`config.mk`:
```
export PLATFORM = sky130hd
export DESIGN_NAME = packet_receive_deframer_core
export DESIGN_NICKNAME = d
export VERILOG_FILES = /design/src/rtl/core/prd_pkg.sv /design/src/rtl/core/prd_parse.sv /design/src/rtl/core/prd_skid.sv /design/src/rtl/core/packet_receive_deframer_core.sv
export SDC_FILE = /design/constraint.sdc
export NUM_CORES = 1
export LEC_CHECK = 0
export BUFFER_PORTS_ARGS = -buffer_cell sky130_fd_sc_hd__buf_2
export CORE_ASPECT_RATIO = 0.6
export CORE_MARGIN = 5
export CORE_UTILIZATION = 30
export DETAILED_ROUTE_END_ITERATION = 12
export GPL_ROUTABILITY_DRIVEN = 0
export PLACE_DENSITY = 0.47
export SKIP_LAST_GASP = 1
export SLEW_MARGIN = 20
export SYNTH_ARGS = -nofsm -noshare
export SYNTH_HDL_FRONTEND = slang
export SYNTH_SLANG_ARGS = --single-unit
```
`constraint.sdc`:
```
create_clock -name clock -period 16.35 [get_ports clock]
set_input_delay 4.905 -clock clock [delete_from_list [all_inputs] [get_ports clock]]
set_output_delay 4.905 -clock clock [all_outputs]
set_load 0.05 [all_outputs]
```
`src/rtl/core/prd_pkg.sv`:
```
// shared types and constants for the packet receive deframer
`default_nettype none

package prd_pkg;

   // event codes carried on the result channel
   localparam logic [1:0] EV_HEADER   = 2'd0;
   localparam logic [1:0] EV_PAYLOAD  = 2'd1;
   localparam logic [1:0] EV_GOOD     = 2'd2;
   localparam logic [1:0] EV_MISMATCH = 2'd3;

   // reply codes and reply address
   localparam logic [7:0] REPLY_HOST = 8'h5F;
   localparam logic [7:0] REPLY_ACK  = 8'h56;
   localparam logic [7:0] REPLY_ERR  = 8'h5A;
   localparam logic [7:0] REPLY_NONE = 8'h00;

   // one result item
   typedef struct packed {
      logic [1:0]  event_kind;
      logic [7:0]  host_id;
      logic [7:0]  command;
      logic [15:0] payload_len;
      logic [7:0]  data_byte;
      logic        packet_done;
      logic [7:0]  reply_command;
      logic [7:0]  reply_host;
      logic [15:0] sum_received;
      logic [15:0] sum_computed;
   } rsp_type;

endpackage

`default_nettype wire

```
`src/rtl/core/prd_parse.sv`:
```
// frame parser: header, payload and checksum state with next-result logic
`default_nettype none

module prd_parse (
   input  wire logic            clock,
   input  wire logic            reset,
   input  wire logic            accept,
   input  wire logic [7:0]      rx_byte,
   output logic                 res_valid,
   output prd_pkg::rsp_type     res
);

   typedef enum logic [2:0] {
      PH_HOST   = 3'd0,
      PH_CMD    = 3'd1,
      PH_LEN_LO = 3'd2,
      PH_LEN_HI = 3'd3,
      PH_DATA   = 3'd4,
      PH_SUM_LO = 3'd5,
      PH_SUM_HI = 3'd6
   } phase_type;

   phase_type   phase_ff, phase_in;
   logic [15:0] byte_count_ff, byte_count_in;
   logic [7:0]  held_host_ff, held_host_in;
   logic [7:0]  held_command_ff, held_command_in;
   logic [15:0] held_length_ff, held_length_in;
   logic [15:0] running_sum_ff, running_sum_in;
   logic [7:0]  sum_low_ff, sum_low_in;

   logic [15:0] len_full;
   logic [15:0] count_next;
   logic [15:0] sum_next;
   logic [15:0] rx_sum;

   assign len_full   = {rx_byte, held_length_ff[7:0]};
   assign count_next = byte_count_ff + 16'd1;
   assign sum_next   = running_sum_ff + {8'd0, rx_byte};
   assign rx_sum     = {rx_byte, sum_low_ff};

   always_comb begin
      phase_in        = phase_ff;
      byte_count_in   = byte_count_ff;
      held_host_in    = held_host_ff;
      held_command_in = held_command_ff;
      held_length_in  = held_length_ff;
      running_sum_in  = running_sum_ff;
      sum_low_in      = sum_low_ff;

      res_valid         = 1'b0;
      res.event_kind    = prd_pkg::EV_HEADER;
      res.host_id       = held_host_ff;
      res.command       = held_command_ff;
      res.payload_len   = held_length_ff;
      res.data_byte     = 8'd0;
      res.packet_done   = 1'b0;
      res.reply_command = prd_pkg::REPLY_NONE;
      res.reply_host    = 8'd0;
      res.sum_received  = 16'd0;
      res.sum_computed  = 16'd0;

      case (phase_ff)
         PH_CMD: begin
            held_command_in = rx_byte;
            phase_in        = PH_LEN_LO;
         end
         PH_LEN_LO: begin
            held_length_in = {8'd0, rx_byte};
            phase_in       = PH_LEN_HI;
         end
         PH_LEN_HI: begin
            held_length_in  = len_full;
            byte_count_in   = 16'd0;
            running_sum_in  = 16'd0;
            res_valid       = 1'b1;
            res.payload_len = len_full;
            if (len_full == 16'd0) begin
               phase_in        = PH_HOST;
               res.packet_done = 1'b1;
            end else begin
               phase_in = PH_DATA;
            end
         end
         PH_DATA: begin
            running_sum_in = sum_next;
            byte_count_in  = count_next;
            if (count_next == held_length_ff) begin
               phase_in = PH_SUM_LO;
            end
            res_valid      = 1'b1;
            res.event_kind = prd_pkg::EV_PAYLOAD;
            res.data_byte  = rx_byte;
         end
         PH_SUM_LO: begin
            sum_low_in = rx_byte;
            phase_in   = PH_SUM_HI;
         end
         PH_SUM_HI: begin
            phase_in         = PH_HOST;
            res_valid        = 1'b1;
            res.packet_done  = 1'b1;
            res.reply_host   = prd_pkg::REPLY_HOST;
            res.sum_received = rx_sum;
            res.sum_computed = running_sum_ff;
            if (rx_sum == running_sum_ff) begin
               res.event_kind    = prd_pkg::EV_GOOD;
               res.reply_command = prd_pkg::REPLY_ACK;
            end else begin
               res.event_kind    = prd_pkg::EV_MISMATCH;
               res.reply_command = prd_pkg::REPLY_ERR;
            end
         end
         default: begin
            held_host_in = rx_byte;
            phase_in     = PH_CMD;
         end
      endcase
   end

   always_ff @(posedge clock) begin
      if (reset) begin
         phase_ff        <= PH_HOST;
         byte_count_ff   <= 16'd0;
         held_host_ff    <= 8'd0;
         held_command_ff <= 8'd0;
         held_length_ff  <= 16'd0;
         running_sum_ff  <= 16'd0;
         sum_low_ff      <= 8'd0;
      end else if (accept) begin
         phase_ff        <= phase_in;
         byte_count_ff   <= byte_count_in;
         held_host_ff    <= held_host_in;
         held_command_ff <= held_command_in;
         held_length_ff  <= held_length_in;
         running_sum_ff  <= running_sum_in;
         sum_low_ff      <= sum_low_in;
      end
   end

   // payload count stays below the header length while streaming
   assert property (@(posedge clock) disable iff (reset)
      (phase_ff == PH_DATA) |-> (byte_count_ff < held_length_ff))
      else $error("payload count reached length inside data phase");

   // a finished packet always returns to header hunting
   assert property (@(posedge clock) disable iff (reset)
      (accept && res_valid && res.packet_done) |=> (phase_ff == PH_HOST))
      else $error("packet done without return to host phase");

   // a payload request never follows a zero length header
   assert property (@(posedge clock) disable iff (reset)
      (phase_ff == PH_DATA) |-> (held_length_ff != 16'd0))
      else $error("data phase with zero length");

endmodule

`default_nettype wire

```
`src/rtl/core/prd_skid.sv`:
```
// result register with one skid entry
`default_nettype none

module prd_skid (
   input  wire logic              clock,
   input  wire logic              reset,
   input  wire logic              push,
   input  wire prd_pkg::rsp_type  push_data,
   output logic                   full,
   output logic                   out_valid,
   input  wire logic              out_stall,
   output prd_pkg::rsp_type       out_data
);

   logic             main_valid_ff, main_valid_in;
   logic             skid_valid_ff, skid_valid_in;
   prd_pkg::rsp_type main_ff, main_in;
   prd_pkg::rsp_type skid_ff, skid_in;
   logic             main_free;

   assign main_free = !main_valid_ff || !out_stall;

   always_comb begin
      main_valid_in = main_valid_ff;
      skid_valid_in = skid_valid_ff;
      main_in       = main_ff;
      skid_in       = skid_ff;
      if (main_free) begin
         if (skid_valid_ff) begin
            main_in       = skid_ff;
            main_valid_in = 1'b1;
            skid_valid_in = 1'b0;
         end else begin
            main_in       = push_data;
            main_valid_in = push;
         end
      end else if (push) begin
         skid_in       = push_data;
         skid_valid_in = 1'b1;
      end
   end

   always_ff @(posedge clock) begin
      if (reset) begin
         main_valid_ff <= 1'b0;
         skid_valid_ff <= 1'b0;
      end else begin
         main_valid_ff <= main_valid_in;
         skid_valid_ff <= skid_valid_in;
      end
      main_ff <= main_in;
      skid_ff <= skid_in;
   end

   assign full      = skid_valid_ff;
   assign out_valid = main_valid_ff;
   assign out_data  = main_ff;

   // the skid entry is only ever occupied behind a held result
   assert property (@(posedge clock) disable iff (reset)
      skid_valid_ff |-> main_valid_ff)
      else $error("skid entry occupied with empty result register");

   // no new result may arrive while the skid entry is occupied
   assert property (@(posedge clock) disable iff (reset)
      !(push && skid_valid_ff))
      else $error("result pushed into full buffer");

   // a held result stays presented until taken
   assert property (@(posedge clock) disable iff (reset)
      (main_valid_ff && out_stall) |=> main_valid_ff)
      else $error("stalled result dropped");

endmodule

`default_nettype wire

```
`src/rtl/core/packet_receive_deframer_core.sv`:
```
// top level of the packet receive deframer
`default_nettype none

// Link packet deframer. One received byte is taken per request; a packet is
// host, command, 16-bit length (low byte first), the payload, then a 16-bit
// checksum (low byte first) that must equal the modulo 65536 sum of the
// payload bytes. Results are: header parsed (with packet_done set when the
// length is zero), each payload byte, and at the end packet good (ACK 0x56)
// or checksum mismatch (ERR 0x5A), both with reply host 0x5F. Header bytes
// one to three and the low checksum byte give no result. Throughput is one
// byte per clock while req_stall is low: the parser updates its state in
// the cycle a byte is taken, and the result is registered into the output
// register. A one-entry skid behind the output register absorbs a stalled
// result, so req_stall rises only after the result side held off two results.
module packet_receive_deframer_core (
   input  wire logic        clock,
   input  wire logic        reset,

   // byte request channel
   input  wire logic        req_valid,
   output logic             req_stall,
   input  wire logic [7:0]  req_rx_byte,

   // result channel
   output logic             rsp_valid,
   input  wire logic        rsp_stall,
   output logic [1:0]       rsp_event_kind,
   output logic [7:0]       rsp_host_id,
   output logic [7:0]       rsp_command,
   output logic [15:0]      rsp_payload_len,
   output logic [7:0]       rsp_data_byte,
   output logic             rsp_packet_done,
   output logic [7:0]       rsp_reply_command,
   output logic [7:0]       rsp_reply_host,
   output logic [15:0]      rsp_sum_received,
   output logic [15:0]      rsp_sum_computed
);

   // request handshake
   logic             accept;
   logic             buf_full;

   // parser result for the byte in flight
   logic             res_valid;
   prd_pkg::rsp_type res;
   prd_pkg::rsp_type out_data;

   assign req_stall = buf_full;
   assign accept    = req_valid && !buf_full;

   // framing state and per-byte decision
   prd_parse u_parse (
      .clock     (clock),
      .reset     (reset),
      .accept    (accept),
      .rx_byte   (req_rx_byte),
      .res_valid (res_valid),
      .res       (res)
   );

   // output register plus skid entry
   prd_skid u_skid (
      .clock     (clock),
      .reset     (reset),
      .push      (accept && res_valid),
      .push_data (res),
      .full      (buf_full),
      .out_valid (rsp_valid),
      .out_stall (rsp_stall),
      .out_data  (out_data)
   );

   // unpack the result onto its ports
   assign rsp_event_kind    = out_data.event_kind;
   assign rsp_host_id       = out_data.host_id;
   assign rsp_command       = out_data.command;
   assign rsp_payload_len   = out_data.payload_len;
   assign rsp_data_byte     = out_data.data_byte;
   assign rsp_packet_done   = out_data.packet_done;
   assign rsp_reply_command = out_data.reply_command;
   assign rsp_reply_host    = out_data.reply_host;
   assign rsp_sum_received  = out_data.sum_received;
   assign rsp_sum_computed  = out_data.sum_computed;

endmodule

`default_nettype wire

```
## Word level (Yosys, flattened, before mapping)

Cells that the tools add are included.

- Reductions and logical operators: 20
- Bitwise gates (word level): 3
- Eq/ne operators: 9
- Add/sub/neg operators: 2
- Multiplexer cells: 17

Operator list:

| operator | number |
|---|---|
| 16-bit one-hot mux with 2 select lines | 3 |
| 91-bit two-way mux | 1 |
| 48-bit two-way mux | 1 |
| 16-bit == test | 2 |
| 3-bit one-hot mux with 6 select lines | 1 |
| 16-bit by 1-bit adder with 16-bit output (second input constant) | 1 |
| 16-bit by 8-bit adder with 16-bit output | 1 |
| 16-bit zero test | 1 |
| 16-bit two-way mux | 1 |
| 2-bit AND reduction | 7 |
| 3-bit == test (second input constant) | 3 |
| 8-bit two-way mux | 1 |
| 3-bit by 2-bit == test with 1-bit output (second input constant) | 2 |
| 3-bit two-way mux | 2 |
| 6-bit OR reduction | 1 |
| 1-bit two-way mux | 4 |
| 4-bit two-way mux | 1 |
| 2-bit one-hot mux with 2 select lines | 1 |
| 2-bit nonzero test | 2 |
| 3-bit by 1-bit == test with 1-bit output (second input constant) | 1 |
| 1-bit zero test | 3 |
| 1-bit inverter | 3 |
| 3-bit AND reduction | 1 |
| 3-bit OR reduction | 1 |
| 5 further kinds | 6 |

- Input port bits: 12
- Output and inout bits: 93
- Bits in registers: 259

## Depth between registers and ports, before layout

Gate-level depths: netlist (run 1).

- Depth in word-level cells: 5
- Mapped depth: 8
- Mapped depth without buffers: 8

## Modules after synthesis

A second synthesis (run 1) with hierarchy kept.

- Cells, all modules: 872
- Area, all modules: 11611.1 um^2

By module, submodules not included:

| module | instances | area each (um^2) | cells an instance |
|---|---|---|---|
| prd_skid | 1 | 7034.2 | 290 |
| prd_parse | 1 | 4561.9 | 580 |
| packet_receive_deframer_core | 1 | 15.0 | 2 |

## Worst setup path after synthesis (run 1)

Ideal clock, no wire load.

- Path type: input to register
- Start: in rsp_stall
- End: reg u_skid.skid_ff[0] (netlist name) (enable)
- Path buffers: 0
- Stages on the path: 2
- Slack: 3291 ps
- Setup time: 622 ps
- Data arrival time: 12437 ps
- Cell sequence: nand2_1 > nor3b_1

- Word-level cells in the longest chain between the ends: 4

RTL lines:

| what | RTL line | source |
|---|---|---|
| start: declaration | packet_receive_deframer_core.sv:26 | `input wire logic rsp_stall,` |
| 1-bit zero test | prd_skid.sv:21 | `assign main_free = !main_valid_ff \|\| !out_stall;` |
| 1-bit logical OR | prd_skid.sv:21 |  |
| 1-bit inverter (no source line) | n/a |  |
| 2-bit AND reduction (no source line) | n/a |  |
| end signal: assignment | prd_skid.sv:52 | `skid_ff <= skid_in;` |
| end: declaration | prd_skid.sv:18 | `prd_pkg::rsp_type skid_ff, skid_in;` |

Every way passes these cells.
A chain may end at the register's enable or synchronous reset.

## Final worst setup path (run 1)

- Start: in req_rx_byte[1]
- End: reg u_parse.running_sum_ff[11]

- Word-level cells in the longest chain between the ends: 2

RTL lines:

| what | RTL line | source |
|---|---|---|
| start: declaration | packet_receive_deframer_core.sv:22 | `input wire logic [7:0] req_rx_byte,` |
| 16-bit by 8-bit adder with 16-bit output | prd_parse.sv:38 | `assign sum_next = running_sum_ff + {8'd0, rx_byte};` |
| 16-bit one-hot mux with 2 select lines | prd_parse.sv:62 | `case (phase_ff)` |
| end signal: assignment | prd_parse.sv:135 | `running_sum_ff <= running_sum_in;` |
| end: declaration | prd_parse.sv:28 | `logic [15:0] running_sum_ff, running_sum_in;` |

Every way passes these cells.

==> results of run 1 <==
[state kept, by name (all words and copies together), names as in the netlist]
name,cells
u_skid.out_valid,1
u_skid.full,1
u_parse.phase_ff,3
u_skid.out_data,77
u_parse.byte_count_ff,16
u_parse.held_command_ff,8
u_parse.running_sum_ff,16
u_parse.held_host_ff,8
u_parse.held_length_ff,16
u_skid.skid_ff,77
u_parse.sum_low_ff,8
[how the worst min path moves through the flow]
stage / startpoint / to / slack, ns / depth (start not counted)
after floorplan: u_parse.held_host_ff[0]$_SDFFE_PP0P_ / u_skid.skid_ff[81]$_DFFE_PP_ / 0.43 / 0
after global routing: u_parse.held_command_ff[2]$_SDFFE_PP0P_ / u_skid.skid_ff[75]$_DFFE_PP_ / 0.47 / 0
final: u_parse.held_command_ff[2]$_SDFFE_PP0P_ / u_skid.skid_ff[75]$_DFFE_PP_ / 0.45 / 0
after detailed placement: u_parse.held_command_ff[6]$_SDFFE_PP0P_ / u_skid.skid_ff[79]$_DFFE_PP_ / 0.44 / 0
after CTS: u_parse.held_command_ff[2]$_SDFFE_PP0P_ / u_skid.skid_ff[75]$_DFFE_PP_ / 0.45 / 0
after global placement: u_parse.held_command_ff[2]$_SDFFE_PP0P_ / u_skid.skid_ff[75]$_DFFE_PP_ / 0.43 / 0
[final cells by class]
| type | count | share of cell area |
|---|---|---|
| tap | 459 | 0.0490 |
| antenna | 1 | 0.000214 |
| sequential | 231 | 0.527 |
| timing repair buffer | 109 | 0.0487 |
| inverter | 11 | 0.00353 |
| multi-input combinational | 527 | 0.314 |
| clock buffer | 36 | 0.0551 |
| clock inverter | 5 | 0.00214 |
[critical path: stages]
cell      delay [ns]
buf_2           0.26
ha_1            0.28
a21oi_1         0.16
o21ai_0         0.16
a2111o_1        0.42
a31oi_1         0.46
or3_1           0.18
a21oi_1         0.06
[stage by stage]
step | std cells | utilization | hold slack [ns] | instance area, sq um | setup WS, ns
after floorplan | 835 | - | 0.426 | 10200 | 3.29
after global placement | 1337 | 0.329 | 0.430 | 11000 | 9.17
after detailed placement | 1337 | 0.329 | 0.444 | 11000 | 9.28
after CTS | 1378 | 0.349 | 0.452 | 11700 | 9.83
after global routing | 1378 | 0.349 | 0.475 | 11700 | 9.60
final | 1379 | 0.349 | 0.448 | 11700 | 9.83
[logic make-up (layout without fill, tap and decap cells)]
logic type / count (synthesis) / after routing / share of synthesized area
XOR/XNOR: 45 / 45 / 0.0388
flip-flops: 231 / 231 / 0.606
other: 1 / 6 / 0.000369
multiplexers: 100 / 100 / 0.108
AND/OR/NAND/NOR: 241 / 241 / 0.121
adder cells (fa/ha/maj): 10 / 10 / 0.0130
AO/OA/AOI/OAI: 126 / 126 / 0.0767
buffers and inverters: 77 / 161 / 0.0352
[metal layers]
layer | GRT usage | up-vias | wire, microns
met5 | 0 | - | 0
met1 | 0.240 | 3264 | 15000
met3 | 0.0273 | 24 | 1500
met4 | 0.0190 | 0 | 323
met2 | 0.173 | 176 | 9820
li1 | - | 3190 | -
[placed cells by master, fill, tap and decap left out, drive strengths merged, types with 3 or more instances in the layout]
cell type	synthesis	routed
nand3	21	21
mux2	81	81
and2	9	9
xnor2	18	18
clkinv	0	4
o21ai	34	34
nor3	9	9
and4	3	3
edfxtp	154	154
conb	1	5
ha	9	9
nor4	14	14
nand2	48	48
nand2b	5	5
buf	20	109
and3	37	37
nor3b	4	4
nand4	9	9
dfxtp	77	77
a22oi	19	19
nor2	63	63
inv	11	12
a311oi	4	4
mux2i	19	19
xor2	27	27
a21oi	49	49
clkbuf	46	36
or2	3	3
or3	7	7
nor2b	4	4
a31oi	6	6
[power breakdown]
| part | internal [uW] | switching (uW) | total [uW] |
|---|---|---|---|
| clock network | 272 | 221 | 492 |
| logic | 15.1 | 45.7 | 60.8 |
| registers | 625 | 6.39 | 631 |
| total | 911 | 273 | 1180 |
==> out/results.ini, run 1 <==
[yosys]
synth_commonest_cells=154 x edfxtp_1, 81 x mux2_2, 77 x dfxtp_1
synthMostInstantiatedCell=edfxtp_1
asyncSetResetFlopFracSynth=0
synthFlopType=edfxtp_1
synthDistinctLibCells=57
syn_area_per_cell_sq_um=12.2
yosys.area.top_type_share=0.455
post-synth-top-area-cell=edfxtp_1
synth_sequential_area_ratio=0.606
netlist_top_cells_area=edfxtp_1 45%, dfxtp_1 15%, mux2_2 9.0%, xor2_1 2.3%, a21oi_1 2.3%
synth-warning-count=0
ys_ff_latch=231
syn-cell-area_sq_mm=0.0102
synth_enable_flop_cells=154
synthesized_netlist_cell_count=831

[pwr]
design_power_total_uw=1180
vdd_ir_drop_max_uv=66.3
power_leakage_uw=0.00486
power-per-cell-area_mw_per_mm2=101

[route]
drt_initial_violations=534
via_count=6654
drtPass1Iterations=5
drc_errors=0
antenna_violating_nets_post_route=0
avgRoutedWirePerCell_microns=19.3
wirelength_microns=26700
drt-vias-per-instance=4.83

[critical_path]
crit_type=in2reg
critical_path_arrival_ns=6.89
crit_path_max_fanout=12
rr_startpoint=u_parse.phase_ff[0]$_SDFFE_PP0P_
reg2reg_slack_ns=13.03
critPathCaptureType=flop
rr_worst_depth=6
r2r-end=u_parse.running_sum_ff[13]$_SDFFE_PP0P_
critical_path_launch_point=req_rx_byte[1]
crit_path_start_kind=primary input
required_worst_endpoint_ns=16.72
worst_setup_path_endpoint=u_parse.running_sum_ff[11]$_SDFFE_PP0P_

[flow_run]
cap_viol_max_count=0

[clock_network]
clock-root-buffer=clkbuf_16
ctsHtreeMaxLevel=1
cts-buffers-inserted=23
post_cts.resized_instances=0
cts.clk_slew.worst_paths_ns=0.06
post_cts_hold_buffer_count=0
numClockSinks=231
insertion_delay_ns=0.51
cts_tree=built
buffer_count_from_post_cts_setup_fixing=0
clockBufferDepth=3

[floorplan]
rows=52
ios=105
floorplan.die.width_microns=248
die_extent_in_y_microns=153
start_util=0.303
fp.coreArea_sq_mm=0.0336
floorplan.die_area_sq_mm=0.0378

[cells_and_area]
layout.filler_cells=3391
layout-drive-gt1-share=0.251
synth_to_final_area_change_pct=15.2
multi_input_comb_area_sq_mm=0.00368
ff_latch_area_sq_mm=0.00617
nets_final=925

[place]
hpwlAfterDp_microns=17400
io_buffers=99

[sta]
worst-slew-pin-transition_ns=0.913
finClkSkew_ns=0.0112
slew_viol_final=0
timing.max_slew.rel_slack=0.389
unrepaired_setup_endpoints_after_global_routing=no
max_clock_freq_mhz=153
timing.final.setup_violations=0
min_clock_period_post_route_ns=6.52
hold_viol_final=0
fin_tns_setup_ns=0
layout_worst_path_cycle_share=0.399

[grt]
grt.overflow.total=0
total_routing_usage_gr=0.138
first_global_vias=6426
grt_antenna_before_repair=0
grt_max_degree=72
grt_pass1_wl_microns=41100

[outcome]
run_status=finished clean

[worst_hold_path]
hold_path.class=reg2reg

(Power assumes the default switching activity.)
==> inputs of run 2 (changes only) <==
Settings changed: PLACE_DENSITY 0.47 to 0.49.
Clock period 16.35 ns to 5.45 ns, I/O delays scaled along.
==> run 2 against run 1 <==
Design area increased by 0.74%. Setup slack got worse by 7.7 ns. Final cell count increased by 0.22%. Total power increased to 3.1 times the previous value. Sequential share of layout area decreased by 0.39 points. Global-route usage decreased by 0.35 points. First-iteration DRC count increased by 7.9%. Critical path depth unchanged. Utilization increased by 0.26 points. Hold slack improved by 0.012 ns. Count of clock-buffer cells in the layout decreased by 8. Non-clock buffer count increased by 4. Largest power group unchanged.
==> out/results.ini, run 2 (synthesis results as in run 1) <==
[clock_network]
insertion_delay_ns=0.53
post_cts_hold_buffer_count=0
cts-buffers-inserted=23
numClockSinks=231
cts.clk_slew.worst_paths_ns=0.07
cts_tree=built
clock-root-buffer=clkbuf_16
clockBufferDepth=3
ctsHtreeMaxLevel=1
post_cts.resized_instances=0
buffer_count_from_post_cts_setup_fixing=0

[pwr]
internal-power_uw=2800
power_leakage_uw=0.00491
vdd_ir_drop_max_uv=191
power_frac_seq=0.519
comb_power_share=0.050
power.share.switching=0.232
power-per-cell-area_mw_per_mm2=309
total_switching_power_uw=848
p_clk_frac=0.431
design_power_total_uw=3650

[critical_path]
critPathCaptureType=flop
crit_slowest_cell=a31oi_1
reg2reg_slack_ns=2.64
crit_path_start_kind=primary input
rr_worst_depth=7
crit_type=in2reg
rr_startpoint=u_parse.phase_ff[0]$_SDFFE_PP0P_
required_worst_endpoint_ns=5.83
r2r-end=u_parse.running_sum_ff[13]$_SDFFE_PP0P_
worst_path_most_repeated_cell=a21oi_1
crit_path_max_fanout=12
crit_path_max_incr_delay_ns=0.49
cp_cell_sequence=buf_2 > ha_1 > a21oi_1 > o21ai_0 > a2111o_1 > a31oi_1 > or3_1 > a21oi_1
critical_path_arrival_ns=3.69

[worst_hold_path]
hold-path-endpoint=u_skid.skid_ff[80]$_DFFE_PP_
worstHoldPathCells=0
hold_path.class=reg2reg
min_from=u_parse.held_command_ff[7]$_SDFFE_PP0P_

[route]
drt_initial_violations=576
drc_errors=0
drtPass1Iterations=5
wirelength_microns=26000
via_count=6692
avgRoutedWirePerCell_microns=18.8
antenna_violating_nets_post_route=0
drt-vias-per-instance=4.84

[sta]
min_clock_period_post_route_ns=3.31
slew_viol_final=0
timing.final.setup_violations=0
layout_worst_path_cycle_share=0.608
final_critical_path_setup_slack_ns=2.14
finClkSkew_ns=0.0154
timing.max_slew.rel_slack=0.468
worst-slew-pin-transition_ns=0.798
fin_tns_setup_ns=0
hold_viol_final=0
max_clock_freq_mhz=302
unrepaired_setup_endpoints_after_global_routing=no

[grt]
grt_pass1_wl_microns=40200
global_route.peak_usage_layer=met1
total_routing_usage_gr=0.135
groute.layer.met3.usage=0.0277
global_route_met1_usage=0.231
first_global_vias=6347
grt_antenna_before_repair=0
met2_usage=0.170
grt.overflow.total=0
grt_max_degree=48

[floorplan]
rows=52
ios=105
floorplan.die.width_microns=248
fp.coreArea_sq_mm=0.0336
floorplan.die_area_sq_mm=0.0378
die_extent_in_y_microns=153
start_util=0.303

[outcome]
run_status=finished clean

[cells_and_area]
antennaDiodeCount=0
nets_final=929
synth_to_final_area_change_pct=16.0
layout-drive-gt1-share=0.260
final_common_cell=edfxtp_1
commonest_cells_after_routing_fill_and_taps_aside=154 x edfxtp_1, 99 x buf_2, 81 x mux2_2

[place]
io_buffers=99
hpwlAfterDp_microns=17200
pre_cts_ws_ns=1.63

[flow_run]
cap_viol_max_count=0

-- run 2: metrics by stage --
stage | hold WS [ns] | instances | cell area [sq um] | util
finish | 0.460 | 1382 | 11800 | 0.351
floorplan | 0.426 | 835 | 10200 | -
global placement | 0.435 | 1341 | 11100 | 0.330
detailed placement | 0.445 | 1341 | 11100 | 0.330
global route | 0.475 | 1382 | 11800 | 0.351
CTS | 0.461 | 1382 | 11800 | 0.351
-- run 2: power by group through the flow --
stage / Sequential [uW] / Combinational (uW) / Clock (uW)
4_1_cts: 1890 / 185 / 1620
6_report: 1890 / 183 / 1570
3_5_place_dp: 1930 / 183 / 0
3_3_place_gp: 1930 / 183 / 0
5_1_grt: 1890 / 196 / 1690
2_1_floorplan: 1970 / 90.8 / 0
-- run 2: how the worst max path moves through the flow --
stage                         startpoint                                 endpoint  slack (ns)  depth (start not counted)
after global routing      req_rx_byte[1]  u_parse.running_sum_ff[15]$_SDFFE_PP0P_        2.01                          8
final                     req_rx_byte[1]   u_parse.running_sum_ff[9]$_SDFFE_PP0P_        2.14                          8
after floorplan                rsp_stall              u_skid.skid_ff[0]$_DFFE_PP_        0.32                          2
after global placement         req_valid    u_parse.byte_count_ff[6]$_SDFFE_PP0P_        1.63                          7
after detailed placement       req_valid    u_parse.byte_count_ff[6]$_SDFFE_PP0P_        1.63                          7
after CTS                      req_valid    u_parse.byte_count_ff[6]$_SDFFE_PP0P_        2.17                          7
-- run 2: area by class of cell --
type / instances / area (sq um)
Clock buffer: 28 / 594
Clock inverter: 13 / 136
Fill cell: 3391 / 21800
Inverter: 11 / 41.3
Multi-Input combinational cell: 527 / 3680
Sequential cell: 231 / 6170
Tap cell: 459 / 574
Timing Repair Buffer: 113 / 601
-- run 2: per-layer routing --
layer  part of all wire  up-vias  routed length [microns]
met5                  0        -                        0
met1               0.56     3269                    14700
met4              0.015        0                      390
met2               0.37      176                     9530
li1                   -     3213                        -
met3              0.055       34                     1430
-- run 2: worst max-delay path, delay by kind of cell --
kind	cells	cell delay (ns)
simple gates	1	0.19
fa+ha+maj	1	0.29
compound gates	5	1.32
buf+inv	1	0.27
